**config.mk**
```make
export PLATFORM = sky130hd
export DESIGN_NAME = md5_message_digest_core
export DESIGN_NICKNAME = d
export VERILOG_FILES = /design/src/hdl/md5_pkg.sv /design/src/hdl/md5_message_digest_core.sv /design/src/hdl/md5_dpath.sv /design/src/hdl/md5_ctrl.sv
export SDC_FILE = /design/constraint.sdc
export NUM_CORES = 2
export LEC_CHECK = 0
export BUFFER_PORTS_ARGS = -buffer_cell sky130_fd_sc_hd__buf_2
export CAP_MARGIN = 10
export CELL_PAD_IN_SITES_DETAIL_PLACEMENT = 0
export CELL_PAD_IN_SITES_GLOBAL_PLACEMENT = 2
export CORE_ASPECT_RATIO = 1.75
export CORE_MARGIN = 3
export CORE_UTILIZATION = 38
export DETAILED_ROUTE_END_ITERATION = 10
export MAX_ROUTING_LAYER = met4
export PLACE_DENSITY_LB_ADDON = 0.3
export SLEW_MARGIN = 20
export SYNTH_ARGS = -nofsm -noshare
export SYNTH_HDL_FRONTEND = slang
export SYNTH_SLANG_ARGS = --single-unit
```
**constraint.sdc**
```tcl
create_clock -name clk -period 10.1 [get_ports clk]
set_clock_uncertainty 0.1 [all_clocks]
set_input_delay 2.02 -clock clk [delete_from_list [all_inputs] [get_ports clk]]
set_output_delay 2.02 -clock clk [all_outputs]
set_load 0.02 [all_outputs]
```
**src/hdl/md5_pkg.sv**
```systemverilog
// ----------------------------------------------------------------------------
// MD5 package
// Shared types, constants and round tables for the MD5 digest core.
// ----------------------------------------------------------------------------
package md5_pkg;

    localparam logic [31:0] IV_A     = 32'h67452301;
    localparam logic [31:0] IV_B     = 32'hefcdab89;
    localparam logic [31:0] IV_C     = 32'h98badcfe;
    localparam logic [31:0] IV_D     = 32'h10325476;
    localparam logic [7:0]  PAD_BYTE = 8'h80;

    typedef enum logic [2:0] {
        S_IDLE,
        S_PAD,
        S_ROUND,
        S_ADD,
        S_DONE
    } ctrl_state_t;

    typedef enum logic [2:0] {
        W_INPUT,
        W_PAD80,
        W_ZERO,
        W_LEN_LO,
        W_LEN_HI
    } word_sel_t;

    typedef struct packed {
        logic      accept;
        logic      wr_en;
        word_sel_t wr_sel;
        logic      round_init;
        logic      round_en;
        logic [5:0] round_idx;
        logic      chain_add;
        logic      out_load;
    } md5_cmd_t;

    typedef struct packed {
        logic [3:0] word_pos;
        logic       full_word;
        logic       out_free;
    } md5_status_t;

    function automatic logic [31:0] sine_k(input logic [5:0] idx);
        logic [31:0] k;
        case (idx)
            6'd0:  k = 32'hd76aa478;  6'd1:  k = 32'he8c7b756;
            6'd2:  k = 32'h242070db;  6'd3:  k = 32'hc1bdceee;
            6'd4:  k = 32'hf57c0faf;  6'd5:  k = 32'h4787c62a;
            6'd6:  k = 32'ha8304613;  6'd7:  k = 32'hfd469501;
            6'd8:  k = 32'h698098d8;  6'd9:  k = 32'h8b44f7af;
            6'd10: k = 32'hffff5bb1;  6'd11: k = 32'h895cd7be;
            6'd12: k = 32'h6b901122;  6'd13: k = 32'hfd987193;
            6'd14: k = 32'ha679438e;  6'd15: k = 32'h49b40821;
            6'd16: k = 32'hf61e2562;  6'd17: k = 32'hc040b340;
            6'd18: k = 32'h265e5a51;  6'd19: k = 32'he9b6c7aa;
            6'd20: k = 32'hd62f105d;  6'd21: k = 32'h02441453;
            6'd22: k = 32'hd8a1e681;  6'd23: k = 32'he7d3fbc8;
            6'd24: k = 32'h21e1cde6;  6'd25: k = 32'hc33707d6;
            6'd26: k = 32'hf4d50d87;  6'd27: k = 32'h455a14ed;
            6'd28: k = 32'ha9e3e905;  6'd29: k = 32'hfcefa3f8;
            6'd30: k = 32'h676f02d9;  6'd31: k = 32'h8d2a4c8a;
            6'd32: k = 32'hfffa3942;  6'd33: k = 32'h8771f681;
            6'd34: k = 32'h6d9d6122;  6'd35: k = 32'hfde5380c;
            6'd36: k = 32'ha4beea44;  6'd37: k = 32'h4bdecfa9;
            6'd38: k = 32'hf6bb4b60;  6'd39: k = 32'hbebfbc70;
            6'd40: k = 32'h289b7ec6;  6'd41: k = 32'heaa127fa;
            6'd42: k = 32'hd4ef3085;  6'd43: k = 32'h04881d05;
            6'd44: k = 32'hd9d4d039;  6'd45: k = 32'he6db99e5;
            6'd46: k = 32'h1fa27cf8;  6'd47: k = 32'hc4ac5665;
            6'd48: k = 32'hf4292244;  6'd49: k = 32'h432aff97;
            6'd50: k = 32'hab9423a7;  6'd51: k = 32'hfc93a039;
            6'd52: k = 32'h655b59c3;  6'd53: k = 32'h8f0ccc92;
            6'd54: k = 32'hffeff47d;  6'd55: k = 32'h85845dd1;
            6'd56: k = 32'h6fa87e4f;  6'd57: k = 32'hfe2ce6e0;
            6'd58: k = 32'ha3014314;  6'd59: k = 32'h4e0811a1;
            6'd60: k = 32'hf7537e82;  6'd61: k = 32'hbd3af235;
            6'd62: k = 32'h2ad7d2bb;  6'd63: k = 32'heb86d391;
            default: k = 32'h0;
        endcase
        return k;
    endfunction

    function automatic logic [4:0] rot_amount(input logic [5:0] idx);
        logic [4:0] s;
        case ({idx[5:4], idx[1:0]})
            4'd0:  s = 5'd7;   4'd1:  s = 5'd12;  4'd2:  s = 5'd17;  4'd3:  s = 5'd22;
            4'd4:  s = 5'd5;   4'd5:  s = 5'd9;   4'd6:  s = 5'd14;  4'd7:  s = 5'd20;
            4'd8:  s = 5'd4;   4'd9:  s = 5'd11;  4'd10: s = 5'd16;  4'd11: s = 5'd23;
            4'd12: s = 5'd6;   4'd13: s = 5'd10;  4'd14: s = 5'd15;  4'd15: s = 5'd21;
            default: s = 5'd0;
        endcase
        return s;
    endfunction

endpackage

```
**src/hdl/md5_message_digest_core.sv**
```systemverilog
// ----------------------------------------------------------------------------
// MD5 message digest core
// Streams a message in 32-bit little-endian words and returns the 128-bit
// MD5 digest after the last word.
// ----------------------------------------------------------------------------
// Words are accepted one per cycle until a 16-word block is full; the round
// registers load on the same edge as the sixteenth word, and the block then
// occupies the core for 64 rounds on a single round unit and one chaining
// add, during which no words are accepted. After the last word the core writes
// the padding and length words one per cycle, runs one or two more blocks,
// and presents the digest with a as bits 31:0 of m_tdata. The next message
// may start while the digest transaction is still waiting.
module md5_message_digest_core
    import md5_pkg::*;
(
    input  logic         clk,
    input  logic         rst_n,
    input  logic         s_tvalid,
    output logic         s_tready,
    input  logic [31:0]  s_tdata,   // message_word
    input  logic [2:0]   s_tuser,   // valid_bytes
    input  logic         s_tlast,
    output logic         m_tvalid,
    input  logic         m_tready,
    output logic [127:0] m_tdata    // digest_a, digest_b, digest_c, digest_d
);

    md5_cmd_t    cmd;
    md5_status_t status;

    md5_ctrl u_ctrl (
        .clk      (clk),
        .rst_n    (rst_n),
        .s_tvalid (s_tvalid),
        .s_tlast  (s_tlast),
        .s_tready (s_tready),
        .status   (status),
        .cmd      (cmd)
    );

    md5_dpath u_dpath (
        .clk      (clk),
        .rst_n    (rst_n),
        .s_tdata  (s_tdata),
        .s_tuser  (s_tuser),
        .s_tlast  (s_tlast),
        .cmd      (cmd),
        .status   (status),
        .m_tvalid (m_tvalid),
        .m_tready (m_tready),
        .m_tdata  (m_tdata)
    );

endmodule

```
**src/hdl/md5_dpath.sv**
```systemverilog
// ----------------------------------------------------------------------------
// MD5 datapath
// Block word store, round registers, chaining value, bit length and the
// output register.
// ----------------------------------------------------------------------------
module md5_dpath
    import md5_pkg::*;
(
    input  logic         clk,
    input  logic         rst_n,
    input  logic [31:0]  s_tdata,
    input  logic [2:0]   s_tuser,
    input  logic         s_tlast,
    input  md5_cmd_t     cmd,
    output md5_status_t  status,
    output logic         m_tvalid,
    input  logic         m_tready,
    output logic [127:0] m_tdata
);

    logic [31:0]  block_reg [16];
    logic [31:0]  a_reg, b_reg, c_reg, d_reg;
    logic [31:0]  ch_a_reg, ch_b_reg, ch_c_reg, ch_d_reg;
    logic [3:0]   pos_reg;
    logic [63:0]  len_reg;
    logic [127:0] out_reg;
    logic         out_valid_reg;

    logic         full_word;
    logic [2:0]   count_eff;
    logic [31:0]  in_word;
    logic [31:0]  wr_word;
    logic [31:0]  f_val;
    logic [3:0]   g_idx;
    logic [3:0]   i4;
    logic [31:0]  f_sum;
    logic [63:0]  rot_wide;
    logic [31:0]  b_next;

    assign full_word = !s_tlast || (s_tuser > 3'd3);
    assign count_eff = full_word ? 3'd4 : s_tuser;

    always_comb
    begin
        case (s_tuser[1:0])
            2'd0:    in_word = {24'h0, PAD_BYTE};
            2'd1:    in_word = {16'h0, PAD_BYTE, s_tdata[7:0]};
            2'd2:    in_word = {8'h0, PAD_BYTE, s_tdata[15:0]};
            default: in_word = {PAD_BYTE, s_tdata[23:0]};
        endcase
        if (full_word)
        begin
            in_word = s_tdata;
        end
    end

    always_comb
    begin
        case (cmd.wr_sel)
            W_INPUT:  wr_word = in_word;
            W_PAD80:  wr_word = {24'h0, PAD_BYTE};
            W_LEN_LO: wr_word = len_reg[31:0];
            W_LEN_HI: wr_word = len_reg[63:32];
            default:  wr_word = 32'h0;
        endcase
    end

    assign i4 = cmd.round_idx[3:0];

    always_comb
    begin
        case (cmd.round_idx[5:4])
            2'd0:
            begin
                f_val = (b_reg & c_reg) | (~b_reg & d_reg);
                g_idx = i4;
            end
            2'd1:
            begin
                f_val = (b_reg & d_reg) | (c_reg & ~d_reg);
                g_idx = (i4 << 2) + i4 + 4'd1;
            end
            2'd2:
            begin
                f_val = b_reg ^ c_reg ^ d_reg;
                g_idx = (i4 << 1) + i4 + 4'd5;
            end
            default:
            begin
                f_val = c_reg ^ (b_reg | ~d_reg);
                g_idx = (i4 << 3) - i4;
            end
        endcase
    end

    assign f_sum    = a_reg + f_val + sine_k(cmd.round_idx) + block_reg[g_idx];
    assign rot_wide = {f_sum, f_sum} << rot_amount(cmd.round_idx);
    assign b_next   = b_reg + rot_wide[63:32];

    always_ff @(posedge clk)
    begin
        if (cmd.wr_en)
        begin
            block_reg[pos_reg] <= wr_word;
        end
    end

    always_ff @(posedge clk or negedge rst_n)
    begin
        if (!rst_n)
        begin
            a_reg         <= 32'h0;
            b_reg         <= 32'h0;
            c_reg         <= 32'h0;
            d_reg         <= 32'h0;
            ch_a_reg      <= IV_A;
            ch_b_reg      <= IV_B;
            ch_c_reg      <= IV_C;
            ch_d_reg      <= IV_D;
            pos_reg       <= 4'd0;
            len_reg       <= 64'h0;
            out_valid_reg <= 1'b0;
        end
        else
        begin
            if (cmd.wr_en)
            begin
                pos_reg <= pos_reg + 4'd1;
            end
            if (cmd.accept)
            begin
                len_reg <= len_reg + {58'h0, count_eff, 3'b000};
            end
            if (cmd.round_init)
            begin
                a_reg <= ch_a_reg;
                b_reg <= ch_b_reg;
                c_reg <= ch_c_reg;
                d_reg <= ch_d_reg;
            end
            else if (cmd.round_en)
            begin
                a_reg <= d_reg;
                b_reg <= b_next;
                c_reg <= b_reg;
                d_reg <= c_reg;
            end
            if (cmd.chain_add)
            begin
                ch_a_reg <= ch_a_reg + a_reg;
                ch_b_reg <= ch_b_reg + b_reg;
                ch_c_reg <= ch_c_reg + c_reg;
                ch_d_reg <= ch_d_reg + d_reg;
            end
            if (cmd.out_load)
            begin
                ch_a_reg      <= IV_A;
                ch_b_reg      <= IV_B;
                ch_c_reg      <= IV_C;
                ch_d_reg      <= IV_D;
                len_reg       <= 64'h0;
                out_valid_reg <= 1'b1;
            end
            else if (m_tready)
            begin
                out_valid_reg <= 1'b0;
            end
        end
    end

    always_ff @(posedge clk)
    begin
        if (cmd.out_load)
        begin
            out_reg <= {ch_d_reg, ch_c_reg, ch_b_reg, ch_a_reg};
        end
    end

    assign status.word_pos  = pos_reg;
    assign status.full_word = full_word;
    assign status.out_free  = !out_valid_reg || m_tready;

    assign m_tvalid = out_valid_reg;
    assign m_tdata  = out_reg;

endmodule

```
**src/hdl/md5_ctrl.sv**
```systemverilog
// ----------------------------------------------------------------------------
// MD5 controller
// Sequences word intake, padding, the 64 rounds and the digest hand-off.
// ----------------------------------------------------------------------------
module md5_ctrl
    import md5_pkg::*;
(
    input  logic        clk,
    input  logic        rst_n,
    input  logic        s_tvalid,
    input  logic        s_tlast,
    output logic        s_tready,
    input  md5_status_t status,
    output md5_cmd_t    cmd
);

    ctrl_state_t state_reg, state_next;
    logic [5:0]  round_reg, round_next;
    logic        pad_mode_reg, pad_mode_next;
    logic        need80_reg, need80_next;
    logic        lo_done_reg, lo_done_next;
    logic        last_blk_reg, last_blk_next;

    always_ff @(posedge clk or negedge rst_n)
    begin
        if (!rst_n)
        begin
            state_reg    <= S_IDLE;
            round_reg    <= 6'd0;
            pad_mode_reg <= 1'b0;
            need80_reg   <= 1'b0;
            lo_done_reg  <= 1'b0;
            last_blk_reg <= 1'b0;
        end
        else
        begin
            state_reg    <= state_next;
            round_reg    <= round_next;
            pad_mode_reg <= pad_mode_next;
            need80_reg   <= need80_next;
            lo_done_reg  <= lo_done_next;
            last_blk_reg <= last_blk_next;
        end
    end

    always_comb
    begin
        state_next     = state_reg;
        round_next     = round_reg;
        pad_mode_next  = pad_mode_reg;
        need80_next    = need80_reg;
        lo_done_next   = lo_done_reg;
        last_blk_next  = last_blk_reg;
        s_tready       = 1'b0;
        cmd            = '0;
        cmd.wr_sel     = W_ZERO;
        cmd.round_idx  = round_reg;

        case (state_reg)
            S_IDLE:
            begin
                s_tready = 1'b1;
                if (s_tvalid)
                begin
                    cmd.accept    = 1'b1;
                    cmd.wr_en     = 1'b1;
                    cmd.wr_sel    = W_INPUT;
                    pad_mode_next = s_tlast;
                    need80_next   = s_tlast && status.full_word;
                    lo_done_next  = 1'b0;
                    last_blk_next = 1'b0;
                    if (status.word_pos == 4'd15)
                    begin
                        cmd.round_init = 1'b1;
                        round_next     = 6'd0;
                        state_next     = S_ROUND;
                    end
                    else if (s_tlast)
                    begin
                        state_next = S_PAD;
                    end
                end
            end
            S_PAD:
            begin
                cmd.wr_en = 1'b1;
                if (need80_reg)
                begin
                    cmd.wr_sel  = W_PAD80;
                    need80_next = 1'b0;
                end
                else if (status.word_pos == 4'd15 && lo_done_reg)
                begin
                    cmd.wr_sel    = W_LEN_HI;
                    last_blk_next = 1'b1;
                end
                else if (status.word_pos == 4'd14)
                begin
                    cmd.wr_sel   = W_LEN_LO;
                    lo_done_next = 1'b1;
                end
                if (status.word_pos == 4'd15)
                begin
                    cmd.round_init = 1'b1;
                    round_next     = 6'd0;
                    state_next     = S_ROUND;
                end
            end
            S_ROUND:
            begin
                cmd.round_en = 1'b1;
                round_next   = round_reg + 6'd1;
                if (round_reg == 6'd63)
                begin
                    state_next = S_ADD;
                end
            end
            S_ADD:
            begin
                cmd.chain_add = 1'b1;
                if (last_blk_reg)
                begin
                    state_next = S_DONE;
                end
                else if (pad_mode_reg)
                begin
                    state_next = S_PAD;
                end
                else
                begin
                    state_next = S_IDLE;
                end
            end
            S_DONE:
            begin
                if (status.out_free)
                begin
                    cmd.out_load  = 1'b1;
                    pad_mode_next = 1'b0;
                    last_blk_next = 1'b0;
                    lo_done_next  = 1'b0;
                    state_next    = S_IDLE;
                end
            end
            default:
            begin
                state_next = S_IDLE;
            end
        endcase
    end

    // A write into the last block slot always starts the rounds.
    a_wrap_starts_rounds: assert property (@(posedge clk) disable iff (!rst_n)
        (cmd.wr_en && status.word_pos == 4'd15) |=> (state_reg == S_ROUND && round_reg == 6'd0))
        else $error("block wrap did not start the rounds");

    a_rounds_end_in_add: assert property (@(posedge clk) disable iff (!rst_n)
        (state_reg == S_ROUND && round_reg == 6'd63) |=> cmd.chain_add)
        else $error("round 63 not followed by the chaining add");

    a_len_order: assert property (@(posedge clk) disable iff (!rst_n)
        (cmd.wr_en && cmd.wr_sel == W_LEN_HI) |-> (lo_done_reg && status.word_pos == 4'd15))
        else $error("length high word written out of place");

    a_out_load_free: assert property (@(posedge clk) disable iff (!rst_n)
        cmd.out_load |-> (status.out_free && status.word_pos == 4'd0))
        else $error("digest loaded over a pending transaction or mid-block");

endmodule
```
==> impl_metrics.csv <==
group,metric,value,unit
status,outcome,"completed",
critical_path,reg2reg_slack,0.29,ns
layout,nets,6234,
detailed_routing,postRouteAntennaNets,0,
critical_path,arrival,10.37,ns
layout,drive_gt1_share,20.0,%
flow_run,cap_violations,0,
sta,slew_viol_final,0,
logic_synthesis,synthDistinctLibCells,105,
grt,grt_pass1_vias,44700,
placed_design,post-place-ws,-0.502,ns
logic_synthesis,avgSynthCellArea,10.5,µm²
die,num_rows,186,
layout,layout_common_cells,"640 x edfxtp_1, 551 x buf_4, 516 x nand2_1, 403 x a21oi_1, 347 x o21ai_0",
die,core,0.147,mm²
sta,finalSetupViolCount,0,
die,die_w,297,µm
detailed_routing,first_iter_violations,3268,
placed_design,gp_congestion,1.00,
grt,track_usage,27.9,%
grt,grt_pass1_wl,301,mm
critical_path,worst_r2r_endpoint,"u_dpath.b_reg[30]$_DFFE_PN0P_",
die,die-area,0.153,mm²
logic_synthesis,yosys-top-cells-area,"edfxtp_1 34%, dfrtp_1 12%, ha_1 4.9%",
placed_design,portBuffers,169,
logic_synthesis,syn_nets,5701,
critical_path,worst_setup_path_end_kind,"flop",
sta,finalHoldViolations,0,
critical_path,cp_slowest_stage_delay,0.49,ns
logic_synthesis,ys_seq_area_share,49.3,%
sta,whs,0.423,ns
clock_network,clockRootBuffer,"clkbuf_16",
clock_network,clockBufferDepth,3,
layout,largest_reg_flops,512,
die,start_util,38.2,%
detailed_routing,vias,44700,
grt,grt_max_degree,190,
logic_synthesis,yosysTopAreaCell,"edfxtp_1",
critical_path,path_class,"reg -> reg",
layout,fin_area,0.0672,mm²
placed_design,dpl.hpwl,154,mm
sta,setup_slack,0.291,ns
logic_synthesis,ys_async_sr_fraction,34.4,%
detailed_routing,drtPass1Iterations,9,
min_path,min_from,"u_dpath.ch_a_reg[0]$_DFFE_PN1P_",
clock_network,cts.sinks,975,
layout,layout_commonest_cell,"edfxtp_1",
min_path,holdPathStages,2,
sta,rsz0062_at_grt,"yes",
logic_synthesis,synth_ff_type,"edfxtp_1",
placed_design,placed_area,0.0629,mm²
sta,setup_tns,0,ns
sta,post-route-period-util,97.1,%
die,die_h,514,µm
critical_path,worst-path-max-fanout,6,
grt,antenna_found_initial,7,
layout,area_delta_synth_final,19.7,%
logic_synthesis,yosys.area.top_type_share,34.2,%
logic_synthesis,synth_area,0.0561,mm²
critical_path,startpoint_type,"flop",
logic_synthesis,ys_ff_latch,975,
sta,period_minus_slack,9.81,ns
critical_path,r2r_start,"u_ctrl.round_reg[2]$_DFFE_PN0P_",
critical_path,critPathSlowestCell,"or4b_4",
die,ios,170,
grt,grt-ovfl-total,0,
detailed_routing,drt_drc_violations_left,0,
detailed_routing,via_per_inst,5.61,
min_path,min_to,"u_dpath.ch_a_reg[0]$_DFFE_PN1P_",
detailed_routing,routedWlPerCell,26.4,µm
clock_network,clk_latency,0.72,ns
clock_network,cts_tree,"built",
clock_network,clk_pin_slew,0.07,ns
logic_synthesis,synth_warnings,0,
clock_network,cts-htree-levels,3,
sta,tightestPinTransition,1.21,ns
sta,max_slew_margin,19.1,%
clock_network,cts_made_buffers,95,
sta,max_freq,102,MHz
critical_path,reg2reg_depth,43,
detailed_routing,routed_wl,210,mm
critical_path,cp_data_required_time,10.66,ns
min_path,hp-class,"reg -> reg",
logic_synthesis,synth_edf_count,640,
logic_synthesis,postSynthCellCount,5370,
-- final cells by class --
cell class / instances / area (µm²)
Tap cell: 1974 / 2470
Timing Repair Buffer: 752 / 5590
Multi-Input combinational cell: 3847 / 27100
Clock inverter: 65 / 962
Inverter: 232 / 882
Antenna cell: 3 / 7.51
Sequential cell: 975 / 27700
Clock buffer: 114 / 2510
Fill cell: 13800 / 79600
-- worst max-delay path by stage --
stage                                          startpoint                            end  slack (ns)  cells past startpoint
after CTS                 u_ctrl.round_reg[1]$_DFFE_PN0P_  u_dpath.b_reg[31]$_DFFE_PN0P_        0.02                     46
final                     u_ctrl.round_reg[2]$_DFFE_PN0P_  u_dpath.b_reg[30]$_DFFE_PN0P_        0.29                     43
after detailed placement  u_ctrl.round_reg[1]$_DFFE_PN0P_  u_dpath.b_reg[30]$_DFFE_PN0P_       -0.50                     46
after global placement    u_ctrl.round_reg[2]$_DFFE_PN0P_  u_dpath.b_reg[30]$_DFFE_PN0P_       -0.43                     44
after floorplan           u_ctrl.round_reg[2]$_DFFE_PN0P_  u_dpath.b_reg[30]$_DFFE_PN0P_        0.02                     47
after global routing      u_ctrl.round_reg[1]$_DFFE_PN0P_  u_dpath.b_reg[30]$_DFFE_PN0P_       -0.14                     45
-- logic make-up after synthesis --
logic type / synth area share [%]
multiplexers: 4.24
AO/OA/AOI/OAI: 19.1
XOR/XNOR: 4.54
AND/OR/NAND/NOR: 11.6
adder cells (fa/ha/maj): 7.42
buffers and inverters: 3.78
flip-flops: 49.3
-- cell usage after synthesis (all sizes together), types with 12 or more instances --
library cell	n
edfxtp	640
nand2	516
a21oi	439
o21ai	370
nor2	285
dfrtp	271
a211oi	255
clkbuf	255
inv	230
ha	221
mux2i	197
nor2b	185
xnor2	174
a22oi	137
xor2	112
nand3	96
a21o	87
nor3	78
a31oi	70
fa	70
dfstp	64
o211ai	64
buf	62
nand2b	42
and3	33
and2	30
o21a	28
mux2	26
or3	25
o31ai	24
a222oi	19
nor4	18
nand4	17
o21bai	17
nor3b	15
a311oi	13
a22o	12
o22ai	12
-- stage by stage --
| step | std cells | util [%] |
|---|---|---|
| finish | 7962 | 45.8 |
| global placement | 7760 | 42.8 |
| global route | 7960 | 45.8 |
| floorplan | 5370 | - |
| detailed placement | 7760 | 42.8 |
| CTS | 7945 | 45.4 |
-- repair_timing --
action,in CTS,in global routing
hold buffers,0,0
pin swaps,26,50
setup buffers,5,12
gates cloned,1,2
hold endpoints to repair,0,0
endpoints found under the setup margin,9,11
resized for setup,65,79
-- routing by layer --
metal | part of all wire (%) | track usage, % | routed length, µm | vias up
li1 | - | - | - | 20900
met4 | 8.7 | 19.3 | 18200 | 0
met1 | 35 | 28.2 | 74200 | 22100
met2 | 53 | 50.2 | 110000 | 1207
met5 | 0 | - | 0 | -
met3 | 3.5 | 2.79 | 7350 | 524
-- worst max-delay path: cells and delay by family (launching register included) --
family,cells,cell delay (ns)
AOI/OAI and AO/OA,21,3.91
buffers and inverters,3,0.31
DFF,1,0.47
and+or+nand+nor,7,1.42
xor gates and xnor gates,2,0.41
adders and majority gates,7,2.26
muxes,3,0.83
Power is not shown: default switching activity piles up to over one toggle a cycle in this logic, so the estimate is an artifact.
